**src/sv/bfa_ram.sv**
```systemverilog
// generic single-write, single-read RAM with registered read data
// no dependencies

module bfa_ram #(
	parameter int WIDTH = 32,
	parameter int DEPTH = 128
) (
	input  logic                     clk,
	input  logic                     we,
	input  logic [$clog2(DEPTH)-1:0] waddr,
	input  logic [WIDTH-1:0]         wdata,
	input  logic                     re,
	input  logic [$clog2(DEPTH)-1:0] raddr,
	output logic [WIDTH-1:0]         rdata
);

	logic [WIDTH-1:0] mem [DEPTH];

	always_ff @(posedge clk) begin
		if (we) begin
			mem[waddr] <= wdata;
		end
		if (re) begin
			rdata <= mem[raddr];
		end
	end

endmodule

```
**config.mk**
```make
export PLATFORM = sky130hd
export DESIGN_NAME = bfa_ram
export DESIGN_NICKNAME = d
export VERILOG_FILES = /design/src/sv/bfa_ram.sv
export SDC_FILE = /design/constraint.sdc
export NUM_CORES = 2
export LEC_CHECK = 0
export BUFFER_PORTS_ARGS = -buffer_cell sky130_fd_sc_hd__buf_2
export CAP_MARGIN = 5
export CORE_ASPECT_RATIO = 0.5
export CORE_UTILIZATION = 45
export DETAILED_ROUTE_END_ITERATION = 8
export HOLD_SLACK_MARGIN = 0.05
export MAX_ROUTING_LAYER = met4
export SETUP_SLACK_MARGIN = 0.15
export SLEW_MARGIN = 20
export SYNTH_ARGS = -nofsm -noshare
export SYNTH_HDL_FRONTEND = slang
export SYNTH_SLANG_ARGS = --single-unit
```
**constraint.sdc**
```tcl
create_clock -name clk -period 5.13 [get_ports clk]
set_input_delay 1.026 -clock clk [delete_from_list [all_inputs] [get_ports clk]]
set_output_delay 1.026 -clock clk [all_outputs]
set_load 0.005 [all_outputs]
```
**After elaboration in Yosys (flattened, before gate mapping)**

Memory sizes are Yosys's and may differ from the RTL's. A register that Yosys moved wholly into a read port is not among the register bits.
Index checks and enable logic that the tools add are counted.
Widths: inputs -> output; s select.

- Muxes and demuxes: 2

Operators by type and width:

| operator | number |
|---|---|
| $mux 1 | 2 |

- Word-level logic and storage cells: 3
- Bits of input ports: 49
- Memories kept: 1
- Register bits after elaboration: 0
- Memory bits (writable): 4,096

Memory list:

| memory | depth | width | read ports | clocked after memory_dff | wr ports | RTL line | RTL |
|---|---|---|---|---|---|---|---|
| mem | 128 | 32 | 1 | 1 | 1 | 17 | `logic [WIDTH-1:0] mem [DEPTH];` |

**Depth between registers and ports, before layout**

- Depth in word-level cells: 2
- Mapped depth: 8
- Mapped depth without buffers: 4

**Worst setup path after synthesis**

No wires, ideal clock.

- Path type: input -> register
- Start point: in we
- End point: mem mem[98][0] (enable)
- Slack: 0.865 ns
- Library setup time: 0.461 ns
- Data arrival time: 3.804 ns
- Required time: 4.669 ns
- Stages: 3
- Cells stage by stage: clkbuf_1 -> nand4_1 -> nor3_1

- Cells in the longest elaborated chain, start to end: 2

Ends and longest elaborated chain:

| item | RTL line | RTL |
|---|---|---|
| start: declaration | 9 | `input logic we,` |
| $mux 1 | 20 | `if (we) begin` |
| $mux 1 (implied by the code) | 21 | `mem[waddr] <= wdata;` |
| end: declaration | 17 |  |

No other way between the ends.

==> results.txt <==
peak per-stage delay on the critical path - 0.79 ns
Buf/Inv on CP - 4
commonest cells in the netlist - 4128 x edfxtp_1, 1344 x mux4_2, 182 x clkbuf_1
clock power share - 0.396
Synth top area share - 0.7916
Synth Instances - 5990
largest net degree at the start of global routing - 129
final hold violations - 0
Post-Synth Simple-Gate Area - 0.004450
Net Switching - 14.55 mW
Placed Cells - 10740
Routed wire per std cell - 37.69 µm
Synth Area in Compound Gates - 0
register area - 124000 µm²
Logic pwr share - 0.054
Post-CTS Setup Inserts - 0
top area cells in the synthesized netlist - edfxtp_1 79%, mux4_2 19%, clkbuf_1 0.44%
clock skew - 0.04943 ns
status - finished, final reports clean
Reg clk slew, reported paths - 0.07 ns
Critical Path Sink Type - register
switching part of the total - 0.2141
share of layout cells above drive strength 1 - 0.3619
YS warnings - 0
drt first pass iters - 5
CP startpoint kind - input pin
post-route cell area - 177900 µm²
period utilisation layout - 0.7475
Hold Startpoint - wdata[27]
Max IR drop VDD - 0.2998 mV
Min-Delay Endpoint - mem[30][27]
Final GP Congestion - 0.8199
Worst Path Arrival - 4.48 ns
maximum clock rate - 0.2608 GHz
relative slew slack - 0.2388
CTS tree - done
R2R Setup Slk - 2.30 ns
setup TNS - 0 ns
initial antenna violation count - 52
fin cells - 11440
GRT overflow - 0
CP max stage cell - mux4_2
Layout Area Growth over Synthesis - 13.60%
post-layout minimum cycle time - 3.835 ns
syn_area_per_cell - 26.14 µm²
Via density - 6.325
worst-path fanout max - 35
#FFs+latches synth - 4128
Total Wirelength - 431300 µm
max-cap violations - 0
initial DRC count - 11100
PD cells - 382.1 nW/µm²
worst-skew pair later-pin latency - 0.94 ns
Final setup viols - 0
starting density of the core - 0.4544
worst r2r path cells - 4
Synthesized Nets - 6039
Post-layout nets - 6540
H-tree lvl count - 5
unrepaired setup endpoints after global routing - no
hold buffer count at CTS - 0
drc violations - 0
Worst Max-Slew Pin Slew - 1.142 ns
mux cell area share after synthesis - 0.1956
die span in x - 836.3 µm
Mapped Area - 156600 µm²
Inserted Clock Buffers - 365
register area share after synthesis - 0.7916
post-DP HPWL - 241400 µm
Hold Slack - 0.4986 ns
Yosys top cell by area - edfxtp_1
# fillers - 25880
largest family of logic cells by synthesized area - multiplexers
PortBufs - 80
adder-cell share of the synthesized area - 0
max-slew violations - 0
placed cell area - 166300 µm²
Clock Tree Root - clkbuf_16
# IOs - 81
Pint - 53.42 mW
Resized cells post-CTS - 0
Min-Delay Path Class - in2reg
CP dominant cell by count - buf_12
top_reg_cell synth - edfxtp_1
CP Cell Sequence - buf_12 > buf_12 > buf_12 > buf_12 > mux4_2 > mux4_2 > mux4_2 > mux2_2
CTS sink cnt - 4128
core footprint - 344600 µm²
CTS Buffer Depth - 4
Worst Setup Path Type - in2reg
first-pass GRT wire length - 591800 µm
Via Count - 72370
sequential share of power - 0.550
Cell Rows - 152
gr usage total - 0.2526
hold depth - 1
Synth Area in XOR/XNOR - 0
post-synth cell types - 16
post-layout util - 0.5162
number of synthesized flops with an enable pin - 4128
multi-input logic area - 32290 µm²
asr flop ratio synth - 0
P_leak - 54.14 nW
number of global-route vias before repair - 72280
critical path's top delay family - multiplexers
CP required - 5.77 ns
Worst R2R End - rdata[25]
count leader, synth - edfxtp_1
origin of the critical flop-to-flop path - mem[21][25]
Vert. Die Dim - 419.1 µm
Antenna Nets Post-Route - 0
DIE AREA - 350500 µm²
==> cells by family after synthesis <==
kind of cell	after synthesis
flops	4128
simple gates	170
mux	1376
buf+inv	316
==> layout by cell type (no fill, tap or decap), types with 4 or more instances in the layout <==
cell and n:
mux2_2 32, buf_2 41, clkbuf_16 373, nor3_2 9, inv_6 9, edfxtp_1 4128
nand3_2 4, diode_2 48, buf_4 319, clkinv_1 77, nor2b_1 7, clkinvlp_4 6
bufinv_16 27, nand3_1 8, buf_6 4, mux4_2 1344, nand2_1 11, clkbuf_1 83
buf_12 80, clkinv_8 5, nor2_4 119, clkinv_2 66
==> how the worst max path moves through the flow <==
stage               startpoint          to  slack (ns)  depth (start not counted)
floorplan                   we  mem[98][0]        0.87                          3
global placement      raddr[0]   rdata[25]        0.49                          8
detailed placement    raddr[0]   rdata[25]        0.47                          8
CTS                   raddr[0]   rdata[25]        1.42                          8
global route          raddr[0]   rdata[25]        1.26                          8
finish                raddr[0]   rdata[25]        1.30                          8
==> power by group through the flow <==
stage          Clock [mW]  Sequential (mW)  Combinational (mW)
3_5_place_dp            0             38.1                3.68
3_3_place_gp            0             38.1                3.60
2_1_floorplan           0             38.0                1.80
6_report             26.9             37.4                3.68
5_1_grt              28.5             37.3                3.81
4_1_cts              27.2             37.4                3.68
==> flip-flops by register name (all words and copies together) (netlist names) <==
register / flops
mem: 4096
rdata: 32
==> final cells by class <==
type	instances	area share
Multi-Input combinational cell	1546	0.1815
Antenna cell	48	0.0006752
Sequential cell	4128	0.6968
Tap cell	4620	0.03249
Clock inverter	195	0.009685
Clock buffer	456	0.05422
Timing Repair Buffer	450	0.02459
==> through the flow <==
stage / setup slack (ns) / power, mW
floorplan: 0.8653 / 39.83
global placement: 0.4883 / 41.69
detailed placement: 0.4676 / 41.78
CTS: 1.422 / 68.29
global route: 1.264 / 69.65
finish: 1.295 / 67.97
==> worst register-to-register path, cell delays in order, from the launching register on <==
cell and delay, ns:
edfxtp_1 0.37, mux4_2 0.48, mux4_2 0.54, mux4_2 0.79, mux2_2 0.39
==> metal layers <==
metal,share of wire,GRT usage,up-vias
li1,-,-,27480
met4,0.028,0.06481,0
met1,0.40,0.3526,40130
met2,0.48,0.3910,4145
met5,0,-,-
met3,0.099,0.04643,617
Power figures use the tool's default switching activity.
