### src/sv/bfa_pkg.sv
// shared types, request and status codes, and helpers for the bitmap frame allocator
// no dependencies

package bfa_pkg;

	localparam int NUM_FRAMES_DEF      = 4096;
	localparam int RESERVED_FRAMES_DEF = 1024;
	localparam int PAGE_BYTES_DEF      = 4096;

	localparam int FRAME_LIMIT_W = 13;
	localparam logic [FRAME_LIMIT_W-1:0] FRAME_LIMIT_RST = 13'd4096;

	// configuration space: word index taken from paddr[2]
	localparam int PADDR_W = 3;
	localparam logic REG_FRAME_LIMIT = 1'b0;

	localparam logic [1:0] REQ_ALLOC = 2'd0;
	localparam logic [1:0] REQ_FREE  = 2'd1;
	localparam logic [1:0] REQ_MARK  = 2'd2;
	localparam logic [1:0] REQ_QUERY = 2'd3;

	localparam logic [1:0] STAT_OK    = 2'd0;
	localparam logic [1:0] STAT_OOM   = 2'd1;
	localparam logic [1:0] STAT_RANGE = 2'd2;

	typedef struct packed {
		logic [1:0]  req_type;
		logic [31:0] phys_address;
	} bfa_req_t;

	typedef struct packed {
		logic [31:0] frame_address;
		logic        frame_free;
		logic [1:0]  status;
	} bfa_rsp_t;

	// outcome of checking one bitmap word during an allocate scan
	typedef struct packed {
		logic       found;
		logic [4:0] pos;
		logic       last;
	} bfa_scan_t;

	// bits of the 32-frame word starting at frame base whose frame lies below lim
	function automatic logic [31:0] low_mask(input logic [31:0] base, input logic [31:0] lim);
		logic [31:0] diff;
		diff = lim - base;
		if (lim <= base) begin
			return '0;
		end else if (diff >= 32'd32) begin
			return '1;
		end else begin
			return (32'd1 << diff[4:0]) - 32'd1;
		end
	endfunction

endpackage

### src/sv/bfa_scan.sv
// checks one bitmap word for the lowest free frame below the frame limit
// depends on bfa_pkg

module bfa_scan #(
	parameter int AW = 7,
	parameter int LW = 13
) (
	input  logic [31:0]          word,
	input  logic [AW-1:0]        word_idx,
	input  logic [LW-1:0]        lim,
	output bfa_pkg::bfa_scan_t   res
);
	import bfa_pkg::*;

	logic [31:0] base;
	logic [31:0] lim32;
	logic [31:0] free_bits;

	assign base      = 32'({word_idx, 5'b0});
	assign lim32     = 32'(lim);
	assign free_bits = ~word & low_mask(base, lim32);

	always_comb begin
		res.pos = '0;
		for (int j = 31; j >= 0; j--) begin
			if (free_bits[j]) begin
				res.pos = 5'(j);
			end
		end
		res.found = |free_bits;
		// no frames of the limit lie beyond this word
		res.last  = (base + 32'd32) >= lim32;
	end

endmodule

### config.mk
export PLATFORM = sky130hd
export DESIGN_NAME = bfa_scan
export DESIGN_NICKNAME = d
export VERILOG_FILES = /design/src/sv/bfa_pkg.sv /design/src/sv/bfa_scan.sv
export SDC_FILE = /design/constraint.sdc
export NUM_CORES = 1
export LEC_CHECK = 0
export ABC_AREA = 1
export BUFFER_PORTS_ARGS = -buffer_cell sky130_fd_sc_hd__buf_4
export CAP_MARGIN = 0
export CORE_MARGIN = 2
export CORE_UTILIZATION = 45
export DETAILED_ROUTE_END_ITERATION = 8
export PLACE_DENSITY_LB_ADDON = 0.05
export SYNTH_ARGS = -nofsm -noshare
export SYNTH_HDL_FRONTEND = slang
export SYNTH_SLANG_ARGS = --single-unit
### constraint.sdc
create_clock -name vclk -period 3.95
set_input_delay 0.1975 -clock vclk [all_inputs]
set_output_delay 0.1975 -clock vclk [all_outputs]
set_load 0.01 [all_outputs]
**After elaboration in Yosys (flattened, before gate mapping)**

Cells that the tools add are included.

- Add/sub/neg operators: 3
- Order comparisons: 3
- Shift operators: 1
- Mux-type cells: 34
- Bitwise gates (word level): 2
- Reduce and logical (&&, ||, !) cells: 1

Operator list:

| operator | count |
|---|---|
| two-way mux 5 bit | 32 |
| two-way mux 32 bit | 2 |
| bitwise AND 32 bit | 1 |
| greater-or-equal comparator 32 x 6 -> 1 bit (second input constant) | 1 |
| inverter 32 bit | 1 |
| OR reduction 32 bit | 1 |
| left shift 1 x 5 -> 32 bit (first input constant) | 1 |
| subtractor 32 x 1 -> 32 bit (second input constant) | 1 |
| subtractor 13 x 12 -> 14 bit | 1 |
| adder 12 x 6 -> 13 bit (second input constant) | 1 |
| greater-or-equal comparator 13 bit | 1 |
| <= comparator 13 x 12 -> 1 bit | 1 |

- Register bits: 0
- Input bits: 52
- Output and inout port bits: 7
- Logic and storage cells: 44

**Depth between registers and ports, before layout**

- Word-level depth: 38
- Gate-level depth with buffers: 42
- Mapped depth without buffers: 42

**Least setup slack after synthesis**

OpenSTA, ideal clock, no wires.

- Kind: input-to-output
- Start point: input port lim[5]
- End point: output port res[1] in the netlist's numbering
- Arrival: 3,164 ps
- Data required time: 3,753 ps
- Slack: 588 ps
- Cell stages on the path: 41
- Path buffers: 0
- Cell sequence: inv_1 ha_1 inv_1 fa_1 nor2_1 nand2_1 nor2_1 nand3_1 nor2_2 nand2_1 nor2_4 nand3_2 nand2_2 nand2_1 nand2_1 nand2_1 nand2_1 nand2_1 [... 5 more ...] nand2_1 nand2_1 nand2_1 nand2_1 nand2_1 nand2_1 nand2_1 nand2_1 nand2_1 nand2_1 nand2_1 nand2_1 nand2_1 nand2_1 nand2_1 nand2_1 nand2_1 a21oi_2

RTL lines:

| what | line | RTL |
|---|---|---|
| start: declaration | bfa_scan.sv:10 | `input logic [LW-1:0] lim,` |
| end: declaration | bfa_scan.sv:11 | `output bfa_pkg::bfa_scan_t res` |

==> run metrics <==
Max-Cap Viols 0; met3 Use GR under 10%; Worst Hold Launch word[1]; Finished Layout Cells 583; CP max stage delay 0.23 ns; Max Slew Vio Count 0; I/O Pins 59; met1 usage between 30% and 40%; Yosys top cell area share 23.2%; Post-Synth Simple-Gate Area 57.4%; worst min path class input port to output port; synthesized area approximately 2400 um^2; post-synthesis adder-cell area fraction approximately 9.9%; Setup Viol. Count Final 0; 1st-pass router iterations 4; Mean Syn Cell Area 5.14 um^2; fmax 267 MHz; final wirelength about 6500 um; RSZ-0062 raised after global routing yes; post-synthesis xor/xnor area fraction a little over 4%; most frequent cell after synthesis nand2_1; Final GP Congestion 0.939; CP Max Fanout 8; GRT Resource Usage Total 22.2%; Synth Area in Compound Gates between 15 and 20%; Syn. warnings 0; # fillers 568; WP data arrival 3.55 ns; Die ar. just under 6000 um^2; Core Region 5070 um^2; minimum clock period 3.75 ns; Slowest cell on crit path nor2_1; Die Wd 76.3 um; Setup CP Type input port to output port; seq_cells 0; post-synthesis mux area share 0%; register area share after synthesis 0%; Starting Density 46.3%; height of the die 76.3 um; DRT iter0 DRCs 146; placed instance count approximately 580; worst setup margin around 0.2 ns; Worst slew margin 72.9%; share of cells above drive strength 1 24.4%; vias per cell 4.93; PD cells 122 nW/um^2; area grow syn2layout 22.8%; largest family of logic cells by synthesized area simple AND/OR/NAND/NOR gates; Leak Pwr 1.65 nW; Buffers on Ports 59; startpoint class of the critical path input port; Post-Syn Instances around 460; synth unique cells 44; Diodes inserted 0; worst ir drop on vdd 0.0604 mV; largest cells by area after synthesis nand2_1 23%, nor2_1 11%, ha_1 9.0%; Placement Rows 26; vias between 2000 and 3000; post-route ant nets 0; area of the multi-input gates approximately 2100 um^2; first-pass GRT wire length 11200 um; fin crit share 95.0%; pre-CTS WS 0.177 ns; Synth area leader nand2_1; crit path capture type output port; GR peak layer met2; Least-Margin Pin Slew 0.396 ns; Critical Path RT approximately 3.8 ns; post-DP HPWL 5730 um; commonest cells in the netlist 145 x nand2_1, 72 x nor2_1, 56 x inv_1, 20 x nand3_1, 19 x o21ai_0; Bufs and invs on worst path 5; Top cell by count, worst path nand2_1; outcome finished, final reports clean; initial antenna violation count 0; clk_buf instances 0; Hold Crit Depth 4; Syn Nets approximately 530; met2 Usage GRT 34.9%; Hold Vio Cnt, Final 0; DR WL/cell 11.1 um; drt drc 0; kind of cell adding the most delay to the critical path simple AND/OR/NAND/NOR gates; worst-case hold path end point res[1]; FF/Latch Area 0 um^2; worst hold slack 0.780 ns; number of global-route vias before repair between 2000 and 3000; largest net degree at the start of global routing 20; grt total ovfl 0; final net count 585
-- how the worst max path moves through the flow --
stage	cells after the start	slack (ns)	to	start
5_1_grt	43	-0.27	res[1]	lim[5]
3_5_place_dp	42	0.18	res[1]	word_idx[0]
6_report	42	0.20	res[1]	lim[4]
3_3_place_gp	42	0.25	res[1]	word_idx[0]
2_1_floorplan	41	0.59	res[1]	lim[5]
4_1_cts	42	0.17	res[1]	word_idx[0]
-- timing repair --
action,in CTS,in global routing
hold buffers,0,0
resized for setup,0,7
hold endpoints to repair,0,0
setup endpoints to repair,0,1
buffers inserted,0,1
-- layout by cell type (no fill, tap or decap), types with 2 or more instances in the layout --
cell type / instances
o21ai_0: 19
inv_1: 54
nand3_1: 20
inv_2: 14
ha_1: 16
a31oi_1: 4
xor2_1: 10
o211ai_1: 3
buf_4: 63
nand2_4: 2
a21oi_2: 2
o21bai_1: 3
nand2_1: 144
nor2_4: 9
nor3_1: 6
nand4_1: 6
o21ai_1: 2
a21oi_1: 13
nand3_2: 6
nor2_1: 72
nor2_2: 11
nand2_2: 11
a211o_1: 4
-- cell type report --
class                           instances  area share (%)
Timing Repair Buffer                   63            16.4
Tap cell                               70            3.03
Multi-Input combinational cell        380            71.4
Inverter                               70            9.19
-- kinds of logic after synthesis --
logic type | count (synthesis)
AO/OA/AOI/OAI | 58
XOR/XNOR | 11
adder cells (fa/ha/maj) | 18
buffers and inverters | 77
AND/OR/NAND/NOR | 293
-- metrics by stage --
stage                     cell area [um^2]  utilization [%]  total power, W  setup TNS (ns)
after global routing                  2890             56.9        0.000400          -0.272
after global placement                2860             56.3        0.000343               0
after floorplan                       2350                -        0.000246               0
after CTS                             2860             56.3        0.000347               0
final                                 2890             56.9        0.000351               0
after detailed placement              2860             56.3        0.000346               0
-- routing by layer --
layer | share of wire, % | vias to the layer above | wire length, um
li1 | - | 1562 | -
met1 | 52 | 1239 | 3410
met2 | 42 | 70 | 2710
met3 | 5.3 | 4 | 345
met4 | 0.62 | 0 | 40
met5 | 0 | - | 0
-- worst min-delay path: cells and delay by family --
kind | cells | cell delay (ns)
compound gates | 2 | 0.18
buf+inv | 2 | 0.21
-- report_power, final --
part	switching, W	internal, W
logic	0.000210	0.000141
registers	0	0
clock network	0	0
(Power assumes the default switching activity.)
