===== config.mk =====
export PLATFORM = sky130hd
export DESIGN_NAME = bfa_cfg
export DESIGN_NICKNAME = d
export VERILOG_FILES = /design/src/sv/bfa_pkg.sv /design/src/sv/bfa_cfg.sv
export SDC_FILE = /design/constraint.sdc
export NUM_CORES = 1
export LEC_CHECK = 0
export BUFFER_PORTS_ARGS = -buffer_cell sky130_fd_sc_hd__buf_4
export CAP_MARGIN = 20
export CORE_MARGIN = 5
export CORE_UTILIZATION = 36
export CTS_CLUSTER_DIAMETER = 150
export DETAILED_ROUTE_END_ITERATION = 12
export PLACE_DENSITY_LB_ADDON = 0.15
export RECOVER_POWER = 100
export SETUP_SLACK_MARGIN = 0.3
export SKIP_CTS_REPAIR_TIMING = 1
export SYNTH_ARGS = -nofsm -noshare
export SYNTH_HDL_FRONTEND = slang
export SYNTH_SLANG_ARGS = --single-unit

===== constraint.sdc =====
create_clock -name clk -period 1.5 [get_ports clk]
set_input_delay 0.15 -clock clk [delete_from_list [all_inputs] [get_ports clk]]
set_output_delay 0.15 -clock clk [all_outputs]
set_load 0.05 [all_outputs]

===== src/sv/bfa_pkg.sv =====
// shared types, request and status codes, and helpers for the bitmap frame allocator
// no dependencies

package bfa_pkg;

	localparam int NUM_FRAMES_DEF      = 4096;
	localparam int RESERVED_FRAMES_DEF = 1024;
	localparam int PAGE_BYTES_DEF      = 4096;

	localparam int FRAME_LIMIT_W = 13;
	localparam logic [FRAME_LIMIT_W-1:0] FRAME_LIMIT_RST = 13'd4096;

	// configuration space: word index taken from paddr[2]
	localparam int PADDR_W = 3;
	localparam logic REG_FRAME_LIMIT = 1'b0;

	localparam logic [1:0] REQ_ALLOC = 2'd0;
	localparam logic [1:0] REQ_FREE  = 2'd1;
	localparam logic [1:0] REQ_MARK  = 2'd2;
	localparam logic [1:0] REQ_QUERY = 2'd3;

	localparam logic [1:0] STAT_OK    = 2'd0;
	localparam logic [1:0] STAT_OOM   = 2'd1;
	localparam logic [1:0] STAT_RANGE = 2'd2;

	typedef struct packed {
		logic [1:0]  req_type;
		logic [31:0] phys_address;
	} bfa_req_t;

	typedef struct packed {
		logic [31:0] frame_address;
		logic        frame_free;
		logic [1:0]  status;
	} bfa_rsp_t;

	// outcome of checking one bitmap word during an allocate scan
	typedef struct packed {
		logic       found;
		logic [4:0] pos;
		logic       last;
	} bfa_scan_t;

	// bits of the 32-frame word starting at frame base whose frame lies below lim
	function automatic logic [31:0] low_mask(input logic [31:0] base, input logic [31:0] lim);
		logic [31:0] diff;
		diff = lim - base;
		if (lim <= base) begin
			return '0;
		end else if (diff >= 32'd32) begin
			return '1;
		end else begin
			return (32'd1 << diff[4:0]) - 32'd1;
		end
	endfunction

endpackage


===== src/sv/bfa_cfg.sv =====
// APB-style configuration port holding the frame limit register
// depends on bfa_pkg

module bfa_cfg (
	input  logic                                clk,
	input  logic                                arst_n,
	input  logic                                psel,
	input  logic                                penable,
	input  logic                                pwrite,
	input  logic [bfa_pkg::PADDR_W-1:0]         paddr,
	input  logic [31:0]                         pwdata,
	output logic [31:0]                         prdata,
	output logic                                pready,
	output logic [bfa_pkg::FRAME_LIMIT_W-1:0]   frame_limit
);
	import bfa_pkg::*;

	logic [FRAME_LIMIT_W-1:0] frame_limit_q;
	logic                     sel_limit;

	assign sel_limit = (paddr[2] == REG_FRAME_LIMIT);

	always_ff @(posedge clk or negedge arst_n) begin
		if (!arst_n) begin
			frame_limit_q <= FRAME_LIMIT_RST;
		end else if (psel && penable && pwrite && sel_limit) begin
			frame_limit_q <= pwdata[FRAME_LIMIT_W-1:0];
		end
	end

	assign pready      = 1'b1;
	assign prdata      = sel_limit ? 32'(frame_limit_q) : '0;
	assign frame_limit = frame_limit_q;

endmodule


After elaboration in Yosys (flattened, before gate mapping):

Index checks and enable logic that the tools add are counted.
Widths: inputs -> output; s select.

* bits in registers: 13
* bits in latches: 0
* bits in writable memories: 0
* memory bits (read-only): 0
* logic and storage cells: 6
* memories: 0

* add/subtract/negate cells: 0
* $mul: 0
* div/mod/pow operators: 0
* magnitude comparators: 0
* equal/unequal tests: 0
* shift-type cells: 0
* muxes and demuxes: 1
* bitwise logic cells: 1
* reductions and logical operators: 3

Operators by type and width (number)
* $mux 13: 1
* $logic_and 1x1->1: 3
* $not 1->1: 1

Longest topological paths before layout:

Gate-level depths: netlist (run 1).

* depth in word-level cells: 3
* gate-level depth with buffers: 3

Worst setup path before layout (run 1):

No wires, ideal clock.

* path type: register to output
* from: register frame_limit_q[11] (netlist: frame_limit[11])
* to: output port prdata[11]
* arrival: 1404 ps
* required time: 1350 ps
* slack: -54 ps
* cell stages (with the launch flop): 2
* buffers on the path: 0
* cell sequence: dfrtp_1 -> nor2b_1

* cells in the longest elaborated chain, start to end: 1

Ends and longest elaborated chain
* from (decl): line bfa_cfg.sv:18 `logic [FRAME_LIMIT_W-1:0] frame_limit_q;`
* from (signal assigned): line bfa_cfg.sv:27 `frame_limit_q <= pwdata[FRAME_LIMIT_W-1:0];`
* $mux 13: line bfa_cfg.sv:32 `assign prdata = sel_limit ? 32'(frame_limit_q) : '0;`
* to (decl): line bfa_cfg.sv:12 `output logic [31:0] prdata,`

Every way passes these cells.

Worst setup path in the final report (run 1):

* from: register frame_limit_q[11] (netlist: frame_limit[11])
* to: output port frame_limit[11] (netlist bit)

RTL lines
* to (decl): line bfa_cfg.sv:14 `output logic [bfa_pkg::FRAME_LIMIT_W-1:0] frame_limit`

No word-level cell between the ends.

==> results.md, run 1 <==
- Status: completed
- Initial antenna violation count: 0
- CORE AREA: 2148 um^2
- Startpoint Class: flip-flop
- R2R depth: 2
- P&R area growth vs syn: 37.28%
- Setup violators final: 0
- Cts bufs inserted: 3
- P_leak: 0.0005772 uW
- Via density: 3.936
- Die width: 56.91 um
- Vias post-DR: 555
- HPWL Detailed: 1307 um
- Worst slew pin tran: 719.0 ps
- Clk sinks: 13
- Clock Skew: 0 ps
- Largest net degree at the start of global routing: 14
- Design area: 1087 um^2
- Hold Path Cell Cnt: 2
- RSZ-0062 raised after global routing: yes
- Core Rows: 17
- Netlist cell types: 11
- Power Density: 1481 nW/um^2
- Clk slew on worst S/H paths: 80 ps
- Slew Limit Fails: 0
- Critical path fanouts, max: 3
- H-tree depth: 1
- Min Hold Slack: 93.55 ps
- FILL cells: 238
- IO Port Bufs: 44
- R2r setup slk: 570 ps
- DRC violations left: 0
- Total gr overflow: 0
- Diode count: 0
- First-pass GRT wire length: 2684 um
- Sequential area share after synthesis: 41.23%
- Share of layout cells above drive strength 1: 52.21%
- Final hold vios: 0
- Clk_lat worst skew: 260 ps
- Critical Path RT: 1350 ps
- Max stage delay on crit path: 480 ps
- Setup TNS: 0 ps
- Mapped Area: 792.0 um^2
- CTS tree: built
- Iteration-0 DRC count of the detailed router: 6
- Clock buffer depth: 2
- #FFs+latches synth: 13
- Slew HR: 52.07%
- Crit path arrival time: 1120 ps
- Crit Path Class: reg2out
- Clock tree root driver cell: clkbuf_4
- Ys Warns: 0
- MaxCap Viol Count: 0
- Synthesized instance count: 64
- Routed Antenna Nets: 0
- Die area: 3238 um^2
- FMAX: 786.3 MHz
- Final period utilization: 84.78%
- Initial Util: 36.87%
- Worst path top cell family by delay: buffers and inverters
- Max reg flops: 13
- Initial DRT Pass Iterations: 3
- Fin nets: 154
- CP Capture Type: primary output
- Dpl cell area: 1146 um^2
- Crit-path cells: clkbuf_1
- Vias in the first global route: 582
- I/O pin cnt: 86
- Syn avg cell area: 12.38 um^2
- Most frequent cells in the layout: conb_1 (20), buf_4 (20), clkbuf_2 (15)
- Fin crit period: 1272 ps
- Die Y: 56.91 um
- WP buf/inv: 1
- Levels on crit path: 1
- Cell with the largest stage delay on the worst path: clkbuf_1
- Tot GR Track Use: 10.57%
- WL final: 1695 um
- Wire per inst: 12.02 um
- Final GP Congestion: 0.6863
- VDD IR max: 0.6459 mV
- Hold WC Path Type: in2reg
==> synth_stat cells (all sizes together) <==
cell	count	area, um^2
and2b	3	22.52
buf	21	161.4
clkbuf	1	3.750
conb	2	7.510
dfrtp	12	300.3
dfstp	1	26.28
mux2	13	183.9
nand4b	1	23.77
nor2b	10	62.56
==> routing by layer <==
layer,track usage [%],part of all wire [%],vias up,wire length (um)
met3,2.989,11,2,183
met5,0,0,-,0
li1,-,-,262,-
met4,4.967,1.7,0,28
met2,17.94,51,32,863
met1,12.15,37,259,620
==> per-stage QoR <==
| step | cells | util (%) | power, uW | setup WS, ps |
|---|---|---|---|---|
| after detailed placement | 133 | 53.35 | 1530 | 333.5 |
| after global routing | 141 | 50.61 | 1701 | 156.8 |
| after global placement | 133 | 53.35 | 1523 | 331.7 |
| after floorplan | 82 | - | 1299 | 311.8 |
| final | 141 | 50.61 | 1610 | 228.3 |
| after CTS | 137 | 54.57 | 1747 | 218.0 |
==> cells by family (layout without fill, tap and decap cells) <==
family	Yosys count	after routing	share of synthesized area [%]
buffers and inverters	22	53	20.85
DFF	13	13	41.23
muxes	13	13	23.22
other	2	20	0.9482
and+or+nand+nor	14	14	13.74
==> layout make-up <==
cell class | instances | area [um^2] | area share, %
Clock buffer | 4 | 26.28 | 2.417
Timing Repair Buffer | 49 | 295.3 | 27.16
Sequential cell | 13 | 326.6 | 30.03
Tap cell | 28 | 35.03 | 3.222
Multi-Input combinational cell | 47 | 404.1 | 37.17
==> where the power goes <==
| group | internal, uW | total (uW) | switching (uW) |
|---|---|---|---|
| sequential | 432 | 486 | 53.8 |
| combinational | 245 | 917 | 671 |
| clock | 103 | 207 | 105 |
| total | 780 | 1610 | 830 |
==> final timing paths <==
check,startpoint,endpoint
min in group asynchronous,arst_n,frame_limit[10]$_DFFE_PN0P_
min reg2reg,frame_limit[2]$_DFFE_PN0P_,frame_limit[2]$_DFFE_PN0P_
min,pwdata[9],frame_limit[9]$_DFFE_PN0P_
max in group asynchronous,arst_n,frame_limit[3]$_DFFE_PN0P_
max reg2reg,frame_limit[9]$_DFFE_PN0P_,frame_limit[9]$_DFFE_PN0P_
max,frame_limit[11]$_DFFE_PN0P_,frame_limit[11]
Note: power is estimated with default switching activity, not from simulation.
==> run 2: changes to the inputs <==
--- a/config.mk
+++ b/config.mk
@@ -8,7 +8,7 @@
 export BUFFER_PORTS_ARGS = -buffer_cell sky130_fd_sc_hd__buf_4
 export CAP_MARGIN = 20
 export CORE_MARGIN = 5
-export CORE_UTILIZATION = 36
+export CORE_UTILIZATION = 30
 export CTS_CLUSTER_DIAMETER = 150
 export DETAILED_ROUTE_END_ITERATION = 12
 export PLACE_DENSITY_LB_ADDON = 0.15
==> constraint.sdc (replaced) <==
create_clock -name clk -period 1.1 [get_ports clk]
set_input_delay 0.11 -clock clk [delete_from_list [all_inputs] [get_ports clk]]
set_output_delay 0.11 -clock clk [all_outputs]
set_load 0.05 [all_outputs]
==> run 2 against run 1 <==
  * The flow now finishes with violations (negative setup slack)
  * Setup slack worse by 340 ps
  * Non-clock buffer count is 2 higher
  * Total power is 64% higher
  * Via count is 3.2% higher
  * Critical path type unchanged
  * Highest routed layer unchanged
==> results.md, run 2 (synthesis results as in run 1) <==
- Sw frac: 45.55% (was 51.55%)
- Net switching power: 1200 uW (was 829.9 uW)
- Critical Path RT: 990 ps (was 1350 ps)
- CP Capture Type: primary output (unchanged)
- Wire per inst: 13.34 um (was 12.02 um)
- Worst R2R Start: frame_limit[11]$_DFFE_PN0P_ (was frame_limit[9]$_DFFE_PN0P_)
- VDD IR max: 0.9312 mV (was 0.6459 mV)
- WL final: 1935 um (was 1695 um)
- Gate power share: 62.0% (was 56.9%)
- Clk sinks: 13 (unchanged)
- FMAX: 823.9 MHz
- First-pass GRT wire length: 2525 um (was 2684 um)
- Via density: 3.952 (was 3.936)
- Setup violators final: 5 (was 0)
- DRC violations left: 0 (unchanged)
- HPWL Detailed: 1448 um (was 1307 um)
- Worst R2R End: frame_limit[11]$_DFFE_PN0P_ (was frame_limit[9]$_DFFE_PN0P_)
- Hold WC Path Type: in2reg (unchanged)
- Clock Skew: 0 ps (unchanged)
- Status: finished, violations left (was completed)
- Worst Hold End: frame_limit[11]$_DFFE_PN0P_ (was frame_limit[9]$_DFFE_PN0P_)
- P&R area growth vs syn: 73.93% (was 37.28%)
- Slew Limit Fails: 0 (unchanged)
- Initial Util: 31.68% (was 36.87%)
- Critical path fanouts, max: 3 (unchanged)
- Final hold vios: 0 (unchanged)
- Dpl ws: 72.24 ps (was 333.5 ps)
- Tot GR Track Use: 9.551% (was 10.57%)
- Min Hold Slack: 63.65 ps (was 93.55 ps)
- Final GP Congestion: 0.6164 (was 0.6863)
- Most frequent cells in the layout: buf_6 (26), conb_1 (20), buf_4 (19) (was conb_1 (20), buf_4 (20), clkbuf_2 (15))
- Core Rows: 18 (was 17)
- Clock tree root driver cell: clkbuf_4 (unchanged)
- RSZ-0062 raised after global routing: yes (unchanged)
- Fin nets: 156 (was 154)
- Initial DRT Pass Iterations: 2 (was 3)
- Clock share of power: 10.9% (was 12.9%)
- Vias post-DR: 573 (was 555)
- Max reg flops: 13 (unchanged)
- Crit path arrival time: 1100 ps (was 1120 ps)
- Worst slew pin tran: 695.8 ps (was 719.0 ps)
- Cts bufs inserted: 3 (unchanged)
- Fin util: 55.11% (was 50.61%)
- Hold Crit Start: pwdata[11] (was pwdata[9])
- Sequential cell area: 341.6 um^2 (was 326.6 um^2)
- MaxCap Viol Count: 0 (unchanged)
- Total gr overflow: 0 (unchanged)
- Routed Antenna Nets: 0 (unchanged)
- I/O pin cnt: 86 (unchanged)
- Internal power: 1434 uW (was 780.1 uW)
- R2r setup slk: 190 ps (was 570 ps)
- Power Density: 1912 nW/um^2 (was 1481 nW/um^2)
- Clk_lat worst skew: 270 ps (was 260 ps)
- Clock buffer depth: 2 (unchanged)
- Clk slew on worst S/H paths: 80 ps (about the same)
- Sequential Power Share: 27.2% (was 30.2%)
- Largest net degree at the start of global routing: 14 (unchanged)
- Diode count: 0 (unchanged)
- Hold Path Cell Cnt: 2 (unchanged)
- Crit Path Class: reg2out (unchanged)
- FILL cells: 223 (was 238)
- Die width: 61.38 um (was 56.91 um)
- Failing checks: negative setup slack
- Initial antenna violation count: 0 (unchanged)
- Area occupied by multi-input gates: 457.9 um^2 (was 404.1 um^2)
- Share of layout cells above drive strength 1: 80.00% (was 52.21%)
- Iteration-0 DRC count of the detailed router: 2 (was 6)
- Startpoint Class: flip-flop (unchanged)
- Leading cell type in the layout, fill and taps excluded: buf_6
- Final period utilization: 110.3%
- Slew HR: 53.61% (was 52.07%)
- Worst Setup SP: frame_limit[12]$_DFFE_PN1P_ (was frame_limit[11]$_DFFE_PN0P_)
- R2R depth: 2 (unchanged)
- Final worst-path setup slack: -113.7 ps (was 228.3 ps)
- CTS tree: built (unchanged)
- CORE AREA: 2500 um^2 (was 2148 um^2)
- Vias in the first global route: 554 (was 582)
- P_leak: 0.0007216 uW (was 0.0005772 uW)
- Die area: 3768 um^2 (was 3238 um^2)
- Fin crit period: 1214 ps
- IO Port Bufs: 44 (unchanged)
- Die Y: 61.38 um (was 56.91 um)
- H-tree depth: 1 (unchanged)
[run 2: changes by cell type in the layout (fill, tap and decap cells not counted), moves of 9 or more]
cell / before / now
mux2_1: 9 / 0
buf_6: 1 / 26
dfrtp_1: 12 / 0
clkbuf_2: 15 / 0
clkbuf_1: 12 / 2
mux2_4: 1 / 12
dfrtp_2: 0 / 12
[run 2: worst max-delay path: stages, from the launching register on]
cell,delay [ps]
dfstp_2,550
and2b_4,150
buf_8,140
[run 2: power by group through the flow]
stage | logic [uW] | registers, uW | clock network (uW)
detailed placement | 1440 | 701 | 0
floorplan | 743 | 1070 | 0
finish | 1630 | 715 | 287
CTS | 1440 | 692 | 311
global placement | 1430 | 697 | 0
global route | 1690 | 730 | 319
[run 2: metal layers]
metal / part of all wire [%] / up-vias / wire, um / global-route usage [%]
met2: 54 / 32 / 1049 / 17.82
met3: 9.1 / 2 / 176 / 1.677
met5: 0 / - / 0 / 0
met4: 1.4 / 0 / 27 / 6.364
li1: - / 266 / - / -
met1: 35 / 273 / 681 / 9.548
[run 2: worst max path at each step]
stage / end / cells after the start
global placement: prdata[10] / 4
detailed placement: prdata[0] / 4
global route: prdata[12] / 2
finish: prdata[12] / 2
CTS: prdata[12] / 2
floorplan: prdata[12] / 1
[run 2: final cells by class]
class / instances / share of cell area (%)
Sequential cell: 13 / 24.80
Clock buffer: 4 / 1.907
Tap cell: 30 / 2.725
Timing Repair Buffer: 51 / 37.33
Multi-Input combinational cell: 47 / 33.24
[run 2: stage by stage]
stage | cell area (um^2) | std cells | power (uW) | TNS (ps)
detailed placement | 1195 | 136 | 2137 | 0
finish | 1378 | 145 | 2634 | -210.5
global placement | 1195 | 136 | 2124 | 0
global route | 1378 | 145 | 2744 | -643.9
CTS | 1221 | 140 | 2441 | -594.3
floorplan | 965.9 | 82 | 1814 | 0
==> run 3: changes to the inputs <==
--- a/config.mk
+++ b/config.mk
@@ -7,8 +7,10 @@
 export LEC_CHECK = 0
 export BUFFER_PORTS_ARGS = -buffer_cell sky130_fd_sc_hd__buf_4
 export CAP_MARGIN = 20
+export CELL_PAD_IN_SITES_DETAIL_PLACEMENT = 2
+export CELL_PAD_IN_SITES_GLOBAL_PLACEMENT = 2
 export CORE_MARGIN = 5
-export CORE_UTILIZATION = 30
+export CORE_UTILIZATION = 15
 export CTS_CLUSTER_DIAMETER = 150
 export DETAILED_ROUTE_END_ITERATION = 12
 export PLACE_DENSITY_LB_ADDON = 0.15
==> run 3 against run 2 <==
  * The flow still finishes with violations (negative setup slack)
  * First-iteration DRC count rose to 7.5 times the previous value
  * Clock power up 54%
  * Total power up 7.2%
  * Largest power group unchanged
  * Die area up 81%
  * Fmax up 1.7%
  * Flip-flop and latch count unchanged
  * Count of clock-buffer cells in the layout unchanged
  * Critical path depth unchanged
  * Non-clock buffer count down 1
==> results.md, run 3 (synthesis results as in run 1) <==
- Final worst-path setup slack: -93.70 ps (was -113.7 ps)
- Die area: 6834 um^2 (was 3768 um^2)
- Vias in the first global route: 679 (was 554)
- First-pass GRT wire length: 3560 um (was 2525 um)
- Worst R2R Start: frame_limit[9]$_DFFE_PN0P_ (was frame_limit[11]$_DFFE_PN0P_)
- Cts bufs inserted: 3 (unchanged)
- Crit Path Class: reg2out (unchanged)
- Crit path arrival time: 1080 ps (was 1100 ps)
- Clock Skew: 0 ps (unchanged)
- Clk_lat worst skew: 240 ps (was 270 ps)
- Fin crit period: 1194 ps (was 1214 ps)
- Setup TNS: -125.8 ps (was -210.5 ps)
- Die width: 82.67 um (was 61.38 um)
- Most frequent cells in the layout: conb_1 (20), buf_4 (20), buf_6 (15) (was buf_6 (26), conb_1 (20), buf_4 (19))
- Min Hold Slack: 93.20 ps (was 63.65 ps)
- Initial antenna violation count: 0 (unchanged)
- Critical path fanouts, max: 3 (unchanged)
- HPWL Detailed: 1909 um (was 1448 um)
- Placed insts: 177 (was 136)
- P&R area growth vs syn: 85.15% (was 73.93%)
- I/O pin cnt: 86 (unchanged)
- Startpoint Class: flip-flop (unchanged)
- Setup violators final: 2 (was 5)
- CORE AREA: 5107 um^2 (was 2500 um^2)
- Initial Util: 15.51% (was 31.68%)
- Hold Path Cell Cnt: 2 (unchanged)
- Final period utilization: 108.5% (was 110.3%)
- Area occupied by multi-input gates: 457.9 um^2 (unchanged)
- FMAX: 837.7 MHz (was 823.9 MHz)
- Clk slew on worst S/H paths: 60 ps (was 80 ps)
- Tot GR Track Use: 7.260% (was 9.551%)
- Clock buffer depth: 2 (unchanged)
- Status: finished, violations left (unchanged)
- Worst Hold End: frame_limit[3]$_DFFE_PN0P_ (was frame_limit[11]$_DFFE_PN0P_)
- VDD IR max: 0.4349 mV (was 0.9312 mV)
- Via density: 3.190 (was 3.952)
- Hold Crit Start: pwdata[3] (was pwdata[11])
- Diode count: 0 (unchanged)
- Dpl cell area: 1252 um^2 (was 1195 um^2)
- Post-Layout Cell Count: 184 (was 145)
- Total gr overflow: 0 (unchanged)
- Power Density: 1926 nW/um^2 (was 1912 nW/um^2)
- P_leak: 0.0007361 uW (was 0.0007216 uW)
- Wire per inst: 13.57 um (was 13.34 um)
- Fin nets: 155 (was 156)
- Sequential cell area: 341.6 um^2 (unchanged)
- WL final: 2497 um (was 1935 um)
- Final hold vios: 0 (unchanged)
- FILL cells: 552 (was 223)
- Worst R2R End: frame_limit[9]$_DFFE_PN0P_ (was frame_limit[11]$_DFFE_PN0P_)
- Routed Antenna Nets: 0 (unchanged)
- DRC violations left: 0 (unchanged)
- H-tree depth: 1 (unchanged)
- MaxCap Viol Count: 0 (unchanged)
- Failing checks: negative setup slack (unchanged)
- Initial DRT Pass Iterations: 2 (unchanged)
- Largest net degree at the start of global routing: 14 (unchanged)
- IO Port Bufs: 44 (unchanged)
- Die Y: 82.67 um (was 61.38 um)
- Final GP Congestion: 0.5923 (was 0.6164)
- Iteration-0 DRC count of the detailed router: 15 (was 2)
- Hold WC Path Type: in2reg (unchanged)
- Clock tree root driver cell: clkbuf_8 (was clkbuf_4)
- R2r setup slk: 300 ps (was 190 ps)
- Critical Path RT: 990 ps (about the same)
- CP Capture Type: primary output (unchanged)
- CTS tree: built (unchanged)
- RSZ-0062 raised after global routing: yes (unchanged)
- Slew Limit Fails: 0 (unchanged)
- Core Rows: 26 (was 18)
- Max reg flops: 13 (unchanged)
- R2R depth: 1 (was 2)
- Design area: 1466 um^2 (was 1378 um^2)
- Vias post-DR: 587 (was 573)
- Share of layout cells above drive strength 1: 80.70% (was 80.00%)
- Clk sinks: 13 (unchanged)
run 3: critical path, stage by stage, from the launching register on:
cell and delay (ps):
dfstp_2 540, and2b_4 160, buf_8 140
run 3: how the worst max path moves through the flow:
| stage | start | endpoint | cells after the start |
|---|---|---|---|
| 2_1_floorplan | frame_limit[12]$_DFFE_PN1P_ | prdata[12] | 1 |
| 3_3_place_gp | paddr[2] | frame_limit[5]$_DFFE_PN0P_ | 4 |
| 3_5_place_dp | paddr[2] | frame_limit[4]$_DFFE_PN0P_ | 4 |
| 4_1_cts | frame_limit[12]$_DFFE_PN1P_ | prdata[12] | 2 |
| 5_1_grt | frame_limit[12]$_DFFE_PN1P_ | prdata[12] | 2 |
| 6_report | frame_limit[12]$_DFFE_PN1P_ | prdata[12] | 2 |
run 3: final cells by class:
class | count | area share, %
flip-flops and latches | 13 | 23.29
repair buffers | 50 | 36.43
well taps | 70 | 5.973
clock buffers | 4 | 3.072
multi-input cells | 47 | 31.23
run 3: through the flow:
step / total power, uW / utilization, % / setup WS [ps]
after floorplan: 1814 / - / 14.02
after global placement: 2145 / 24.52 / 101.9
after detailed placement: 2160 / 24.52 / 82.36
after CTS: 2622 / 25.40 / -138.4
after global routing: 2959 / 28.71 / -125.8
final: 2825 / 28.71 / -93.70
run 3: layer usage:
metal / vias up / track usage, % / share of wire [%]
li1: 264 / - / -
met1: 284 / 8.480 / 37
met2: 37 / 11.94 / 50
met3: 2 / 2.711 / 12
met4: 0 / 2.941 / 0.52
met5: - / 0 / 0
run 3: power by group:
group / internal (uW) / switching (uW)
logic: 702 / 958
clock network: 256 / 187
registers: 610 / 111
